## src/rtl/sar_pkg.sv

```systemverilog
package sar_pkg;

  typedef logic [3:0] op_t;

  localparam op_t OP_CTRL    = 4'd0;
  localparam op_t OP_SCROLL  = 4'd1;
  localparam op_t OP_ADDR    = 4'd2;
  localparam op_t OP_DATA    = 4'd3;
  localparam op_t OP_STATUS  = 4'd4;
  localparam op_t OP_INC_X   = 4'd5;
  localparam op_t OP_INC_Y   = 4'd6;
  localparam op_t OP_COPY_H  = 4'd7;
  localparam op_t OP_COPY_V  = 4'd8;

  localparam int AddrW = 15;

  // Coarse Y row at which the vertical nametable flips.
  localparam logic [4:0] LAST_ROW = 5'd29;

  // Address layout: fine Y 14..12, nametable 11..10, coarse Y 9..5, coarse X 4..0.
  typedef struct packed {
    logic [AddrW-1:0] video;
    logic [AddrW-1:0] temp;
    logic [2:0]       fine_x;
    logic             toggle;
    logic             step32;
  } sar_state_t;

endpackage

```

## src/rtl/scroll_address_registers.sv

```systemverilog
// Scroll and video address registers of a tile-based picture unit.
//
// Input channel (s_axis): one event per item. tuser carries the event code
// (control, scroll and address writes, data access, status read, coarse X
// step, Y step, horizontal and vertical copy); tdata carries the written byte.
// Output channel (m_axis): exactly one result item per event, giving the
// address before the event (low 14 bits) and the video address, temporary
// address, fine X and write toggle after it.
//
// An event passes an input register, then the update logic, which writes the
// state and the result register. One item is taken every cycle; the update
// logic is a single pass, so nothing limits the rate but the output handshake.
// Reset clears all address state, the toggle and the step mode, and empties
// both register stages. When the receiver stalls, the result holds, the
// input register fills, and s_axis_tready falls until the result is taken.
module scroll_address_registers (
  input  logic        clk,
  input  logic        rst,
  input  logic        s_axis_tvalid,
  output logic        s_axis_tready,
  input  logic [7:0]  s_axis_tdata,   // value[7:0]
  input  logic [3:0]  s_axis_tuser,   // op[3:0]
  output logic        m_axis_tvalid,
  input  logic        m_axis_tready,
  // access_addr[13:0], vram_addr[28:14], temp_addr[43:29],
  // fine_x_out[46:44], toggle_out[47]
  output logic [47:0] m_axis_tdata
);
  import sar_pkg::*;

  logic       in_valid;
  op_t        in_op;
  logic [7:0] in_value;
  logic       out_valid;
  logic [47:0] out_data;
  sar_state_t st;
  sar_state_t st_next;
  logic [13:0] access_addr;
  logic       out_load;
  logic       advance;

  assign out_load      = !out_valid || m_axis_tready;
  assign advance       = in_valid && out_load;
  assign s_axis_tready = !in_valid || out_load;
  assign m_axis_tvalid = out_valid;
  assign m_axis_tdata  = out_data;

  sar_step u_step (
    .cur         (st),
    .op          (in_op),
    .value       (in_value),
    .nxt         (st_next),
    .access_addr (access_addr)
  );

  always_ff @(posedge clk) begin
    if (rst) begin
      in_valid  <= 1'b0;
      out_valid <= 1'b0;
      st        <= '0;
    end else begin
      if (s_axis_tready) in_valid <= s_axis_tvalid;
      if (out_load) out_valid <= in_valid;
      if (advance) st <= st_next;
    end
  end

  always_ff @(posedge clk) begin
    if (s_axis_tvalid && s_axis_tready) begin
      in_op    <= s_axis_tuser;
      in_value <= s_axis_tdata;
    end
    if (advance) begin
      out_data <= {st_next.toggle, st_next.fine_x, st_next.temp, st_next.video, access_addr};
    end
  end

endmodule

```

## src/rtl/sar_step.sv

```systemverilog
module sar_step (
  input  sar_pkg::sar_state_t cur,
  input  sar_pkg::op_t        op,
  input  logic [7:0]          value,
  output sar_pkg::sar_state_t nxt,
  output logic [13:0]         access_addr
);
  import sar_pkg::*;

  logic [AddrW-1:0] v;
  logic [AddrW-1:0] t;
  logic [4:0]       coarse_y;

  assign access_addr = cur.video[13:0];
  assign v           = cur.video;
  assign t           = cur.temp;
  assign coarse_y    = v[9:5];

  always_comb begin
    nxt = cur;
    case (op)
      OP_CTRL: begin
        nxt.temp   = {t[14:12], value[1:0], t[9:0]};
        nxt.step32 = value[2];
      end
      OP_SCROLL: begin
        if (!cur.toggle) begin
          nxt.temp   = {t[14:5], value[7:3]};
          nxt.fine_x = value[2:0];
          nxt.toggle = 1'b1;
        end else begin
          nxt.temp   = {value[2:0], t[11:10], value[7:3], t[4:0]};
          nxt.toggle = 1'b0;
        end
      end
      OP_ADDR: begin
        if (!cur.toggle) begin
          nxt.temp   = {1'b0, value[5:0], t[7:0]};
          nxt.toggle = 1'b1;
        end else begin
          nxt.temp   = {t[14:8], value};
          nxt.video  = {t[14:8], value};
          nxt.toggle = 1'b0;
        end
      end
      OP_DATA: begin
        nxt.video = v + (cur.step32 ? AddrW'(32) : AddrW'(1));
      end
      OP_STATUS: begin
        nxt.toggle = 1'b0;
      end
      OP_INC_X: begin
        if (&v[4:0]) begin
          nxt.video = {v[14:11], ~v[10], v[9:5], 5'd0};
        end else begin
          nxt.video = {v[14:5], v[4:0] + 5'd1};
        end
      end
      OP_INC_Y: begin
        if (!(&v[14:12])) begin
          nxt.video = {v[14:12] + 3'd1, v[11:0]};
        end else if (coarse_y == LAST_ROW) begin
          nxt.video = {3'd0, ~v[11], v[10], 5'd0, v[4:0]};
        end else if (&coarse_y) begin
          // Coarse Y 31, past the visible area, wraps to 0 without the nametable flip.
          nxt.video = {3'd0, v[11:10], 5'd0, v[4:0]};
        end else begin
          nxt.video = {3'd0, v[11:10], coarse_y + 5'd1, v[4:0]};
        end
      end
      OP_COPY_H: begin
        nxt.video = {v[14:11], t[10], v[9:5], t[4:0]};
      end
      OP_COPY_V: begin
        nxt.video = {t[14:11], v[10], t[9:5], v[4:0]};
      end
      default: begin
        nxt = cur;
      end
    endcase
  end

endmodule

```

## config.mk

```make
export PLATFORM = sky130hd
export DESIGN_NAME = scroll_address_registers
export DESIGN_NICKNAME = d
export VERILOG_FILES = /design/src/rtl/sar_pkg.sv /design/src/rtl/scroll_address_registers.sv /design/src/rtl/sar_step.sv
export SDC_FILE = /design/constraint.sdc
export NUM_CORES = 1
export LEC_CHECK = 0
export BUFFER_PORTS_ARGS = -buffer_cell sky130_fd_sc_hd__buf_2
export CAP_MARGIN = 20
export CORE_UTILIZATION = 59
export CTS_CLUSTER_DIAMETER = 200
export CTS_CLUSTER_SIZE = 8
export DETAILED_ROUTE_END_ITERATION = 10
export PLACE_DENSITY = 0.9
export SYNTH_ARGS = -nofsm -noshare
export SYNTH_HDL_FRONTEND = slang
export SYNTH_SLANG_ARGS = --single-unit
```

## constraint.sdc

```tcl
create_clock -name clk -period 3.15 [get_ports clk]
set_input_delay 0.315 -clock clk [delete_from_list [all_inputs] [get_ports clk]]
set_output_delay 0.315 -clock clk [all_outputs]
set_load 0.03 [all_outputs]
```

======== Yosys cells after proc, flatten, opt, wreduce, memory -nomap -nowiden ========
Cells that the tools add are included.
operators by class
  bitwise logic cells ..................... 2
  add/sub/neg operators ................... 4
  reduce and logical (&&, ||, !) cells .... 12
  muxes and demuxes ....................... 14
  equal/unequal tests ..................... 9
operators with widths
  cell                   count
  $pmux W15 S6           1
  $mux W15               4
  $pmux W15 S3           1
  $eq A4 B3 Y1 const B   4
  $add A15 B6 Y15        1
  $mux W12               1
  $mux W11               1
  $add A5 B1 Y5 const B  2
  $mux W10               1
  $reduce_and A5 Y1      2
  $eq A4 B2 Y1 const B   2
  $mux W3                2
  $mux W6                1
  $eq A5 B5 Y1 const B   1
  $eq A4 B1 Y1 const B   1
  $eq A4 B4 Y1 const B   1
  $logic_not A4 Y1       1
  $add A3 B1 Y3 const B  1
  $reduce_and A3 Y1      1
  $logic_and A1 B1 Y1    2
  $logic_not A1 Y1       2
  $logic_or A1 B1 Y1     2
  $not A1 Y1             2
  $pmux W1 S2            1
  3 further kinds        3
word-level totals
  output and inout port bits .............. 50
  word-level logic and storage cells ...... 51
  input port bits ......................... 16
  register bits ........................... 97

======== Longest topological paths before layout ========
Gate-level depths: netlist of the first run.
  word-level depth ........................ 5
  mapped depth ............................ 8
  depth with buffers taken out ............ 8

======== Cells and area by module ========
A second synthesis of the first run with hierarchy kept.
second synthesis, totals
  cell total of the unflattened synthesis .. 558
  area total of the unflattened synthesis .. 5611.6 µm²
modules (own cells, without submodules)
  module                    area each (µm²)  seq. area each (µm²)  cells an instance  times used
  scroll_address_registers  3465.8           2542.4                222                1
  sar_step                  2145.8           0.0                   336                1

======== Worst setup path after synthesis of the first run ========
OpenSTA, ideal clock, no wires.
  kind .................................... register to register
  from .................................... register out_valid, in the netlist m_axis_tvalid
  to ...................................... register out_data[0], in the netlist m_axis_tdata[0] (enable)
  required time ........................... 2719 ps
  setup slack ............................. 294 ps
  clock period less this slack ............ 2856 ps
  buffers on the path ..................... 1
  cell stages (with the launch flop) ...... 5
  arrival ................................. 2425 ps
  setup time .............................. 431 ps
  cell sequence ........................... dfxtp_1 -> nor2b_1 -> nand2b_1 -> inv_2 -> buf_1
on the way
  cells in the longest elaborated chain, start to end .. 3
ends and longest elaborated chain
  element                 line                            source
  start, declared         scroll_address_registers.sv:34  logic out_valid;
  start signal, assigned  scroll_address_registers.sv:63  if (out_load) out_valid <= in_valid;
  $logic_not A1 Y1        scroll_address_registers.sv:42  assign out_load = !out_valid || m_axis_tready;
  $logic_or A1 B1 Y1      scroll_address_registers.sv:42
  $logic_and A1 B1 Y1     scroll_address_registers.sv:43  assign advance = in_valid && out_load;
  via advance             scroll_address_registers.sv:40  logic advance;
  end signal, assigned    scroll_address_registers.sv:74  out_data <= {st_next.toggle, st_next.fine_x, st_next.temp, st_next.video, access_addr};
  end, declared           scroll_address_registers.sv:35  logic [47:0] out_data;
The timed path passes the listed nets, and every way through them passes these cells.
A chain may end at the register's enable or synchronous reset.

==> flow_summary.toml, run 1 <==
[floorplan]
die_h_um = 98.1
rows = 34
ios = 66
die_w_um = 98.1
die_area_mm2 = 0.00962
fp.coreArea_mm2 = 0.00885
start_util = 0.616

[timing]
rsz0062_at_grt = "no"
fin_ws_ns = 0.588
relSlewSlack = 0.418
finalCriticalPeriod_ns = 2.56
hold_viol_final = 0
maxSlewViolCount = 0
max_freq_ghz = 0.390
setup_viol = 0
skew_ns = 0.0105
period_share = 0.813
setup_tns_ns = 0
tightestPinTransition_ns = 0.872

[layout]
fill_cells = 661
final_area_mm2 = 0.00605
antenna_cells = 0
final_layout_size_suffix_gt1_frac = 0.216
nNetsFinal = 619
syn_to_final_growth_pct = 11.1
layout_common_cells = "buf_2 (65), edfxtp_1 (60), nor2_1 (53), nand2_1 (38), dfxtp_1 (37)"
layout_commonest_cell = "buf_2"

[detailed_routing]
ant_nets = 0
viasPerCell = 6.79
dr_total_vias = 4797
drc = 3
wirelength_mm = 14.5
drt-wirelength-per-cell_um = 20.5
dr.first_iter.drc_count = 523
first_pass_iters = 9

[critical_path]
ff2ff_setup_slack_ns = 0.59
cp-end-kind = "register"
start_kind = "register"
critPathKind = "register to register"
required_ns = 3.28
crit_fanout = 27
worstPathArrival_ns = 2.70

[run]
drv_cap = 0

[place]
gp_congestion = 0.984
hpwl_mm = 9.95
placed_area_mm2 = 0.00584
portBuffers = 65
preCtsSetupSlack_ns = 0.670

[global_route]
overflow = 0
antenna_found_initial = 0
grt_pass1_wl_mm = 22.6
grt_max_degree = 35
track_usage = 0.303
grt_pass1_vias = 4385

[yosys]
syn_area_per_cell_um2 = 10.0
ys_ff_latch = 97
synthAdderAreaFrac = 0.0230
async_reset_ff_frac = 0
syn_area_mm2 = 0.00545
post_synth_num_cell_types = 91
synth-simple-area-share = 0.192
synthXorXnorAreaFrac = 0.00482
synth_top_family_by_area = "compound AO/OA/AOI/OAI gates"
synth_flop_cell = "edfxtp_1"
yosysWarnings = 0
synth_compound_area_frac = 0.236
synth_edf_count = 60
synthMuxAreaShare = 0.0248
synth.yosys.seq_area_share = 0.467
synth_nets = 568
syn_inst = 542

[power]
seq_power_share = 0.539
p_leak_uw = 0.00229
switching_power_uw = 765
netSwitchingFraction = 0.277
clkPwrFrac = 0.324
pwr-share-comb = 0.137
peakVddDrop_v = 0.000279
internal_power_uw = 2000
p_per_area_mw_per_mm2 = 457

[cts]
cts_root_buf = "clkbuf_8"
cts_tree = "built"
cts.sinks = 97
postCtsSetupBuffers = 0
clkTransAtPathRegs_ns = 0.09
cts_resized = 0
holdBufCountCts = 0
clock_latency_ns = 0.37
cts_made_buffers = 9
h-tree-depth = 3
clk_path_buf_depth = 2

[outcome]
failed_checks = "design-rule violations"
status = "complete, but fails checks"

[worst_hold_path]
hp-class = "primary input to register"
[synth_stat cells, types with 7 or more instances]
| cell type | number | area (µm²) |
|---|---|---|
| a211oi_1 | 9 | 67.6 |
| nand2b_1 | 11 | 68.8 |
| a22oi_1 | 8 | 60.1 |
| edfxtp_1 | 60 | 1800 |
| nor2_1 | 53 | 199 |
| o21ai_0 | 18 | 90.1 |
| nand2_1 | 38 | 143 |
| dfxtp_1 | 37 | 741 |
| a221o_1 | 7 | 70.1 |
| and3_1 | 8 | 50.1 |
| o21a_1 | 14 | 105 |
| a31oi_1 | 7 | 43.8 |
| ha_1 | 10 | 125 |
| nor3_1 | 17 | 85.1 |
| buf_2 | 13 | 65.1 |
| a21oi_1 | 25 | 125 |
| o22ai_1 | 8 | 50.1 |
| nand3_1 | 12 | 60.1 |
| clkbuf_1 | 19 | 71.3 |
| inv_1 | 18 | 67.6 |
| mux2i_1 | 9 | 90.1 |
[flip-flops by register name (all words and copies together) (netlist names)]
name,count
m_axis_tdata,48
st,35
in_value,8
in_op,4
in_valid,1
m_axis_tvalid,1
[layer usage]
| metal | wire length (µm) | GRT usage | vias up |
|---|---|---|---|
| li1 | - | - | 2179 |
| met1 | 5600 | 0.386 | 2255 |
| met2 | 7110 | 0.512 | 316 |
| met3 | 1310 | 0.0515 | 47 |
| met4 | 435 | 0.121 | 0 |
| met5 | 0 | 0 | - |
[power groups by stage]
stage	Sequential [µW]	Clock, µW	Combinational, µW
finish	1490	898	379
global route	1500	946	405
CTS	1490	897	375
detailed placement	1520	0	373
global placement	1510	0	363
floorplan	1540	0	234
[path summary, 6_finish.rpt]
check                       start          endpoint  depth (start not counted)
setup / recovery         in_op[1]  m_axis_tdata[20]                          5
hold / removal    s_axis_tuser[2]          in_op[2]                          1
setup reg to reg         in_op[1]  m_axis_tdata[20]                          5
hold reg to reg             st[2]             st[2]                          2
[through the flow]
stage | std cells | hold WS (ns) | power [µW] | utilization
floorplan | 542 | 0.403 | 1780 | -
global placement | 690 | 0.478 | 1880 | 0.660
detailed placement | 690 | 0.493 | 1890 | 0.660
CTS | 706 | 0.109 | 2760 | 0.684
global route | 706 | 0.100 | 2850 | 0.684
finish | 706 | 0.116 | 2770 | 0.684
[cell families after synthesis]
| family | Yosys count |
|---|---|
| and+or+nand+nor | 191 |
| AOI/OAI and AO/OA | 166 |
| DFF | 97 |
| buffers and inverters | 62 |
| muxes | 13 |
| adders and majority gates | 10 |
| xor gates and xnor gates | 3 |
[area by class of cell]
cell class / count / area [µm²] / area share
multi-input cells: 383 / 2620 / 0.432
flip-flops and latches: 97 / 2540 / 0.420
repair buffers: 82 / 465 / 0.0769
well taps: 108 / 135 / 0.0223
clock buffers: 10 / 128 / 0.0211
clock inverters: 6 / 90.1 / 0.0149
inverters: 20 / 75.1 / 0.0124
[worst max-delay path: stages, from the launching register on]
cell and delay [ns]:
edfxtp_1 0.75, or4b_1 0.78, o22ai_1 0.27, o211a_1 0.23, a31oi_1 0.10, o21a_1 0.18
Power figures use the tool's default switching activity.
==> run 2: changes to the inputs <==
- ABC_AREA: unset -> 1
- CORE_UTILIZATION: 59 -> 53
- PLACE_DENSITY: 0.9 -> 0.86
- clock period: 3.15 -> 2.29 ns (I/O delays scaled with it)
==> run 2 against run 1 <==
Net effect: the flow now finishes without violations; setup slack worse by 0.34 ns; sequential cell count stayed put; maximum frequency is 25% higher; clock power is 27% higher; hold slack worse by 0.10 ns; non-clock buffer count is 8 lower; critical path depth is 3 higher; total power is 38% higher; area after synthesis is 3.3% lower; synthesized cell count is 24% higher; die area is 7.5% higher.
==> flow_summary.toml, run 2 <==
[outcome]
status = "complete, no violations"

[critical_path]
start_kind = "register"
cp_cell_sequence = "ha_1, nand2_1, nor2_1, ha_1, nand3b_1, nor2_1, nor3_1, nand3_1"
required_ns = 2.40
critPathTopFamily = "simple AND/OR/NAND/NOR gates"
crit_slowest_cell = "dfxtp_1"
critPathKind = "register to register"
ff2ff_setup_slack_ns = 0.24
reg2regPathDepth = 8
rr_endpoint = "m_axis_tdata[17]"
cp-end-kind = "register"
cpPeakStageDelay_ns = 0.52
crit_fanout = 8
path_buf_inv = 0
r2r_start = "st[21]"
worstPathArrival_ns = 2.16

[detailed_routing]
dr_total_vias = 4799
first_pass_iters = 5
dr.first_iter.drc_count = 447
drc = 0
wirelength_mm = 13.1
drt-wirelength-per-cell_um = 15.0
viasPerCell = 5.52
ant_nets = 0

[yosys]
synth_flop_cell = "edfxtp_1"
ys_ff_latch = 97
async_reset_ff_frac = 0
syn_area_per_cell_um2 = 7.83
yosysWarnings = 0
syn_area_mm2 = 0.00527
syn_inst = 672
synth_edf_count = 60
yosysMostFrequentCell = "nand2_1"
post_synth_num_cell_types = 36
synth_nets = 698
synthTopCellsByCount = "nand2_1 (145), nor2_1 (99), inv_1 (94), edfxtp_1 (60), o21ai_0 (57)"
synth_area_leader_cell = "edfxtp_1"
synth.yosys.seq_area_share = 0.483
ys_top_cells_by_area = "edfxtp_1 (34%), dfxtp_1 (14%), nand2_1 (10%)"
yosysTopAreaCellShare = 0.342

[floorplan]
ios = 66
start_util = 0.544
die_h_um = 102
die_w_um = 102
die_area_mm2 = 0.0103
fp.coreArea_mm2 = 0.00968
rows = 36

[power]
switching_power_uw = 1090
seq_power_share = 0.538
internal_power_uw = 2730
clkPwrFrac = 0.299
netSwitchingFraction = 0.286
p_per_area_mw_per_mm2 = 646
p_leak_uw = 0.00261
pwr-share-comb = 0.162
peakVddDrop_v = 0.000406

[cts]
clock_latency_ns = 0.38
cts_tree = "built"
cts_made_buffers = 9
h-tree-depth = 3
cts.sinks = 97
cts_root_buf = "clkbuf_8"
clkTransAtPathRegs_ns = 0.09
clk_path_buf_depth = 2

[timing]
skew_ns = 0.0122
max_freq_ghz = 0.489
tightestPinTransition_ns = 0.591
relSlewSlack = 0.605
rsz0062_at_grt = "no"
period_share = 0.893
hold_viol_final = 0
maxSlewViolCount = 0
finalCriticalPeriod_ns = 2.05
fin_ws_ns = 0.244
setup_viol = 0
setup_tns_ns = 0

[run]
drv_cap = 0

[worst_hold_path]
hold_depth = 1
hp-start = "s_axis_tuser[1]"
hold_path_end = "in_op[1]"
hp-class = "primary input to register"

[layout]
final_layout_size_suffix_gt1_frac = 0.143
largest_register_ffs = 48
antenna_cells = 0
layout_commonest_cell = "nand2_1"
final_core_util = 0.610
nNetsFinal = 757
layout_common_cells = "nand2_1 (145), nor2_1 (99), inv_1 (93), buf_2 (65), edfxtp_1 (60)"
fin_cells = 869
syn_to_final_growth_pct = 12.2

[place]
preCtsSetupSlack_ns = 0.279
dp.cells = 853
hpwl_mm = 9.50
portBuffers = 65
gp_congestion = 0.972

[global_route]
grt_max_degree = 86
grt_pass1_wl_mm = 20.9
overflow = 0
antenna_found_initial = 0
track_usage = 0.269
grt_pass1_vias = 4366
-- run 2: changes by cell type after synthesis, sizes merged, moves of 8 or more --
cell,previous run,this run
nand2b,11,0
a31oi,8,0
inv,19,96
o21a,15,0
nand2,39,149
nor2,55,104
o21ai,19,57
nand3,12,44
nor3,18,3
a211oi,10,1
buf,23,14
a21oi,26,38
-- run 2: area by class of cell --
type	instances	area, µm²
Tap cell	133	166
Clock buffer	12	155
Inverter	96	360
Fill cell	851	3780
Timing Repair Buffer	74	405
Clock inverter	4	52.6
Sequential cell	97	2540
Multi-Input combinational cell	453	2220
-- run 2: worst max path at each step --
stage | cells past startpoint | to | from
floorplan | 5 | m_axis_tdata[0] | m_axis_tvalid
CTS | 11 | m_axis_tdata[24] | st[20]
detailed placement | 11 | m_axis_tdata[24] | st[20]
global route | 13 | st[30] | st[20]
global placement | 8 | m_axis_tdata[17] | st[21]
finish | 8 | m_axis_tdata[17] | st[21]
-- run 2: kinds of logic after synthesis --
| family | Yosys count | share of synthesized area |
|---|---|---|
| fa+ha+maj | 10 | 0.0238 |
| compound gates | 122 | 0.133 |
| xor+xnor | 3 | 0.00499 |
| flops | 97 | 0.483 |
| mux | 4 | 0.00760 |
| simple gates | 314 | 0.252 |
| buf+inv | 122 | 0.0951 |
-- run 2: metrics by stage --
step / hold slack, ns / total power, µW / instance area (µm²)
final: 0.0152 / 3820 / 5910
after global routing: 0.00924 / 3970 / 5910
after CTS: 0.0126 / 3820 / 5900
after detailed placement: 0.407 / 2700 / 5700
after global placement: 0.407 / 2680 / 5700
after floorplan: 0.328 / 2520 / 5270
-- run 2: what timing repair did --
item / in CTS / in global routing
buffers inserted: 0 / 0
resized for setup: 0 / 1
setup endpoints to repair: 0 / 2
hold buffers: 0 / 0
-- run 2: per-layer routing --
metal | part of all wire | wire length [µm] | vias up | track usage
li1 | - | - | 2338 | -
met1 | 0.42 | 5510 | 2164 | 0.353
met2 | 0.46 | 5950 | 258 | 0.419
met3 | 0.087 | 1130 | 39 | 0.0442
met4 | 0.037 | 480 | 0 | 0.159
met5 | 0 | 0 | - | 0
-- run 2: power by group through the flow --
stage / Clock, µW / Combinational, µW / Sequential, µW
after global placement: 0 / 590 / 2090
after detailed placement: 0 / 605 / 2090
after floorplan: 0 / 345 / 2180
after CTS: 1160 / 611 / 2050
after global routing: 1220 / 679 / 2070
final: 1140 / 619 / 2060
